File: src/design/mul_div_unit_with_error_flags_assert.svh
// assertion macros for the multiply/divide unit
// no dependencies; included by the top level
`ifndef MUL_DIV_UNIT_WITH_ERROR_FLAGS_ASSERT_SVH
`define MUL_DIV_UNIT_WITH_ERROR_FLAGS_ASSERT_SVH
`ifndef NO_ASSERTIONS
`define MDU_ASSERT(lbl, prop, msg) \
  lbl: assert property (@(posedge clk) disable iff (!rst_n) prop) else $error(msg);
`define MDU_ASSERT_RST(lbl, prop, msg) \
  lbl: assert property (@(posedge clk) prop) else $error(msg);
`else
`define MDU_ASSERT(lbl, prop, msg)
`define MDU_ASSERT_RST(lbl, prop, msg)
`endif
`endif

File: src/design/mdu_pkg.sv
// shared constants and types of the multiply/divide unit
// no dependencies; imported by all modules
`timescale 1ns / 1ps
package mdu_pkg;
  localparam int OPERAND_WIDTH = 64;
  localparam int FIELD_W       = 64;
  localparam int HALF_W        = OPERAND_WIDTH / 2;
  localparam int MUL_LAT       = 3;
  localparam int DIV_LAT       = OPERAND_WIDTH;
  localparam int PAD_LAT       = DIV_LAT - MUL_LAT;

  typedef enum logic [1:0] {
    OP_MUL = 2'b00,
    OP_IL1 = 2'b01,
    OP_IL2 = 2'b10,
    OP_DIV = 2'b11
  } opcode_t;

  typedef enum logic [1:0] {
    ERR_NONE     = 2'd0,
    ERR_DIV_ZERO = 2'd1,
    ERR_ILLEGAL  = 2'd2,
    ERR_OVERFLOW = 2'd3
  } err_t;

  typedef struct packed {
    logic [OPERAND_WIDTH-1:0] lo;
    logic                     ovf;
  } mul_res_t;

  typedef struct packed {
    logic [OPERAND_WIDTH-1:0] rem;
    logic [OPERAND_WIDTH-1:0] quo;
    logic [OPERAND_WIDTH-1:0] dvd;
    logic [OPERAND_WIDTH-1:0] dvs;
  } div_st_t;

  typedef struct packed {
    logic    vld;
    opcode_t op;
    logic    bz;
  } ctl_t;
endpackage

File: src/design/mdu_div_stage.sv
// one restoring division step: one quotient bit per stage
// depends on mdu_pkg; chained DIV_LAT times in the top level
`timescale 1ns / 1ps
module mdu_div_stage import mdu_pkg::*; (
  input  logic    clk,
  input  logic    en,
  input  div_st_t st_in,
  output div_st_t st_out
);
  logic [OPERAND_WIDTH:0] trial;
  logic [OPERAND_WIDTH:0] diff;
  div_st_t                st_r;

  // trial subtract of the divisor from the shifted remainder
  assign trial = {st_in.rem, st_in.dvd[OPERAND_WIDTH-1]};
  assign diff  = trial - {1'b0, st_in.dvs};

  always_ff @(posedge clk) begin
    if (en) begin
      st_r.rem <= trial[OPERAND_WIDTH] ? diff[OPERAND_WIDTH-1:0]
                : (diff[OPERAND_WIDTH] ? trial[OPERAND_WIDTH-1:0]
                                       : diff[OPERAND_WIDTH-1:0]);
      st_r.quo <= {st_in.quo[OPERAND_WIDTH-2:0],
                   trial[OPERAND_WIDTH] | ~diff[OPERAND_WIDTH]};
      st_r.dvd <= {st_in.dvd[OPERAND_WIDTH-2:0], 1'b0};
      st_r.dvs <= st_in.dvs;
    end
  end

  assign st_out = st_r;
endmodule

File: config.mk
export PLATFORM = sky130hd
export DESIGN_NAME = mdu_div_stage
export DESIGN_NICKNAME = d
export VERILOG_FILES = /design/src/design/mul_div_unit_with_error_flags_assert.svh /design/src/design/mdu_pkg.sv /design/src/design/mdu_div_stage.sv
export SDC_FILE = /design/constraint.sdc
export NUM_CORES = 1
export LEC_CHECK = 0
export BUFFER_PORTS_ARGS = -buffer_cell sky130_fd_sc_hd__buf_4
export CAP_MARGIN = 10
export CORE_AREA = 2 2 198 200
export CTS_BUF_LIST = sky130_fd_sc_hd__clkbuf_16
export CTS_CLUSTER_DIAMETER = 40
export CTS_CLUSTER_SIZE = 14
export DETAILED_ROUTE_END_ITERATION = 8
export DIE_AREA = 0 0 200 202
export SETUP_SLACK_MARGIN = 0.02
export SLEW_MARGIN = 20
export SYNTH_ARGS = -nofsm -noshare
export SYNTH_HDL_FRONTEND = slang
export SYNTH_SLANG_ARGS = --single-unit
File: constraint.sdc
create_clock -name clk -period 15.4 [get_ports clk]
set_input_delay 4.62 -clock clk [delete_from_list [all_inputs] [get_ports clk]]
set_output_delay 4.62 -clock clk [all_outputs]
set_load 0.02 [all_outputs]
Word level (Yosys, flattened, before mapping):

Index checks and enable logic that the tools add are counted.

* logic and storage cells: 9
* register bits after elaboration: 255
* output and inout bits: 256
* input bits: 258

* bitwise operators: 2
* $add $sub $neg: 1
* multiplexer cells: 2

Operators by type and width (number)
* two-way mux 64 bit: 2
* subtractor 65 x 64 -> 65 bit: 1
* inverter 1 bit: 1
* bitwise OR 1 bit: 1

Depth between registers and ports, before layout:

* depth in word-level cells: 3
* gate-level depth with buffers: 19
* depth with buffers taken out: 17

Worst setup path after synthesis:

Ideal clock, no wire load.

* path type: input -> register
* start: in st_in[127] (netlist name)
* end: reg st_r (netlist bit st_out[249]) (data pin)
* arrival: 8.270 ns
* data required time: 15.136 ns
* buffers on the path: 2
* setup time: 0.264 ns
* setup slack: 6.866 ns
* stages on the path: 19
* cell sequence: inv_1 > ha_1 > fa_1 > nand2b_1 > a211oi_1 > o211ai_2 > a2111oi_2 > or3_4 > a211oi_4 > o41ai_4 > a221o_1 > a21oi_1 > ha_1 > or2_2 > clkbuf_1 > clkbuf_1 > nand2_1 > nor2_1 > nor3_1

* cells in the longest elaborated chain, start to end: 3

Ends and longest elaborated chain
* start: declaration: line mdu_div_stage.sv:7 `input div_st_t st_in,`
* subtractor 65 x 64 -> 65 bit (*): line mdu_div_stage.sv:16 `assign diff = trial - {1'b0, st_in.dvs};`
* two-way mux 64 bit: line mdu_div_stage.sv:21 `: (diff[OPERAND_WIDTH] ? trial[OPERAND_WIDTH-1:0]`
* two-way mux 64 bit (*): line mdu_div_stage.sv:20 `st_r.rem <= trial[OPERAND_WIDTH] ? diff[OPERAND_WIDTH-1:0]`
* end: declaration: line mdu_div_stage.sv:12 `div_st_t st_r;`

Every way passes the cells marked *; elsewhere a longest branch is shown, timed or not.
A chain may end at the register's enable or synchronous reset.

Final worst setup path:

* start: in st_in[0] (netlist name)
* end: reg st_r (netlist bit st_out[221]) (data pin)

Same word-level chain as after synthesis.

==> results.md <==
* Largest stage delay on the critical path at 0.62 ns
* Residual DRC count at 0
* Fin crit period at ~9.4 ns
* Die width at 200 um
* Vias in the first global route at 10340
* CP required at 15.65 ns
* PnR Total Power at 0.002501 W
* Endpoints failing hold at 0
* Sw Ratio at 28.71%
* Post-route ant nets at 0
* Worst-path fanout max at 66
* Post-synthesis adder-cell area fraction at about 6.7%
* Asr flop ratio synth at 0%
* Detail Placement HPWL at roughly 35 mm
* Area growth syn-to-layout at 49.23%
* Sequential Power Share at between 30% and 40%
* Post-placement cell area at 0.01678 mm2
* Register area share after synthesis at about three fifths
* Top cell type's share of synthesized area at 61.69%
* CTS Hold Bufs at 0
* Via count at ~10000
* Wire per inst at around 21 um
* CORE AREA at ~0.038 mm2
* Worst-path clk slew at about 0.06 ns
* Synth Area in Compound Gates at 14.58%
* Number of synthesized flops with an enable pin at about 260
* Post-CTS setup buffer count at 0
* CTS tree: done
* Synthesized cell area at around 0.012 mm2
* Nets at between 1500 and 2000
* Mux cell area share after synthesis at less than 1%
* CTS root buf: clkbuf_16
* Total die area at about 0.040 mm2
* Worst path depth at 16
* Max reg flops at between 200 and 300
* CP delay by family, top: compound AO/OA/AOI/OAI gates
* Gate Count Post-Synth at between 1000 and 1500
* Fmax at 106.7 MHz
* P_sw at 0.0007179 W
* Mean post-synth cell area at roughly 12 um2
* Maximum VDD drop at 0.00008139 V
* Count of final max-slew check failures at 0
* Yosys cell types at 68
* CTS sink count at around 260
* Worst-margin pin slew at about 1.1 ns
* Critical path arrival at 9.62 ns
* Critical Path Start Type: input port
* Power Internal at ~0.0018 W
* Power per standard cell area at between 100 and 150 mW/mm2
* Die height at 202 um
* Synth Warn # at 0
* Via-to-Cell Ratio at just under 5
* Number of I/O pins at 514
* Setup TNS at 0 ns
* Port buffer count at approximately 510
* Hold-critical path depth at 1
* Setup crit end kind: flop
* Pin count of the biggest net entering global routing at 110
* Initial Util at approximately 32%
* Comb pwr share at around 20%
* Critical path's slowest cell: a2111oi_2
* Row cnt at roughly 70
* Yosys reg bits at 255
* Post_cts resized at 0
* Cell Chain, Critical Path: buf_4 -> ha_1 -> fa_1 -> nand2b_1 -> a211oi_1 -> o211ai_2 -> a2111oi_2 -> or3_4 -> a211oi_4 -> o41ai_4 -> a221o_1 -> a21oi_1 -> ha_1 -> or2_4 -> buf_4 -> a21oi_1
* Final global-route overflow total at 0
* CTS H-tree depth at 2
* Commonest cells after routing, fill and taps aside: buf_4 (514), edfxtp_1 (255), a21oi_1 (125)
* Most common cell after layout, fill and taps aside: buf_4
* Initial antenna violation count at 5
* Largest family of logic cells by synthesized area: compound AO/OA/AOI/OAI gates
* Post-route cell area at 0.01852 mm2
* TritonCTS buffer count at 50
* Synth Area in XOR/XNOR at 4.092%
* Drt pass-1 iters at 5
* Simple-Gate Fraction of Synth Area at a little under a tenth
* Syn nets at roughly 1300
* Main area contributors after synthesis: edfxtp_1 (62%), ha_1 (6.6%), a21oi_1 (5.0%)
* Drt total wl at 44.70 mm
* P_leak at between 8 and 9 nW
* Worst Hold Class: input port to flop
* Max Root-Sink Buffers at 3
* GRT Util Overall at 21.28%
* Outcome: finished clean
* Initial DRC count at between 500 and 600
* Setup CP Type: input port to flop
* RSZ-0062 raised after global routing: false
* Clock power share at 44.6%
* Layout cells sized above 1 at between 30% and 40%
* Placer Congestion at around 0.84
* Slew HR at 28.95%
* Max-cap viol count at 0
* Largest area contributor in the netlist: edfxtp_1
* First-pass GRT wire length at 63.65 mm
* CP bufs+invs at 2
* Period utilization at 60.84%
* Post-synth top flop: edfxtp_1
* # setup viols final at 0
[layout make-up]
| cell class | instances | area, um2 |
|---|---|---|
| fill | 3507 | 19760 |
| sequential | 255 | 7657 |
| multi-input combinational | 651 | 4304 |
| timing repair buffer | 515 | 3874 |
| clock buffer | 51 | 1276 |
| tap | 518 | 648.1 |
| clock inverter | 43 | 461.7 |
| inverter | 80 | 300.3 |
| antenna | 1 | 2.502 |
[synthesized netlist by cell type (5+ instances only)]
master / number
or2_2: 6
o31ai_1: 6
a221o_1: 5
nand2b_1: 6
xor2_1: 27
a21oi_1: 125
clkbuf_1: 29
buf_2: 5
nand3_1: 11
edfxtp_1: 255
o21bai_1: 16
o21a_1: 6
a211oi_1: 8
ha_1: 65
a21o_1: 29
xnor2_1: 31
and4_1: 11
inv_1: 80
and3_1: 5
a31oi_1: 7
nor2_1: 88
nand4_1: 14
o21ai_0: 40
nand2_1: 72
nor3_1: 8
[power by group through the flow]
stage | logic [W] | registers (W) | clock network, W
finish | 0.000511 | 0.000873 | 0.00112
global route | 0.000547 | 0.000880 | 0.00117
CTS | 0.000515 | 0.000874 | 0.00114
detailed placement | 0.000512 | 0.000887 | 0
global placement | 0.000508 | 0.000885 | 0
floorplan | 0.000176 | 0.000979 | 0
[stage by stage]
step                hold WS [ns]  utilization [%]  worst slack [ns]  std cells
floorplan                  4.719                -             6.866       1023
global placement           4.798            43.84             5.470       2019
detailed placement         4.799            43.84             5.492       2019
CTS                        4.183            48.38             6.066       2113
global route               4.186            48.38             5.796       2114
finish                     4.217            48.38             6.030       2114
[layer usage]
metal	track usage, %	routed length, um	up-vias
met5	0	53	-
met4	9.788	1694	8
met3	6.941	4250	96
met2	36.67	22090	434
met1	23.70	16610	4948
li1	-	-	4896
[worst paths after layout]
kind  startpoint     endpoint  slack (ns)
max     st_in[0]  st_out[221]        6.03
min   st_in[110]  st_out[111]        4.22
[cell families after synthesis]
group	count (synthesis)
AO/OA/AOI/OAI	284
XOR/XNOR	58
adder cells (fa/ha/maj)	66
buffers and inverters	117
flip-flops	255
multiplexers	1
other	1
AND/OR/NAND/NOR	241
Note: power is estimated with default switching activity, not from simulation.
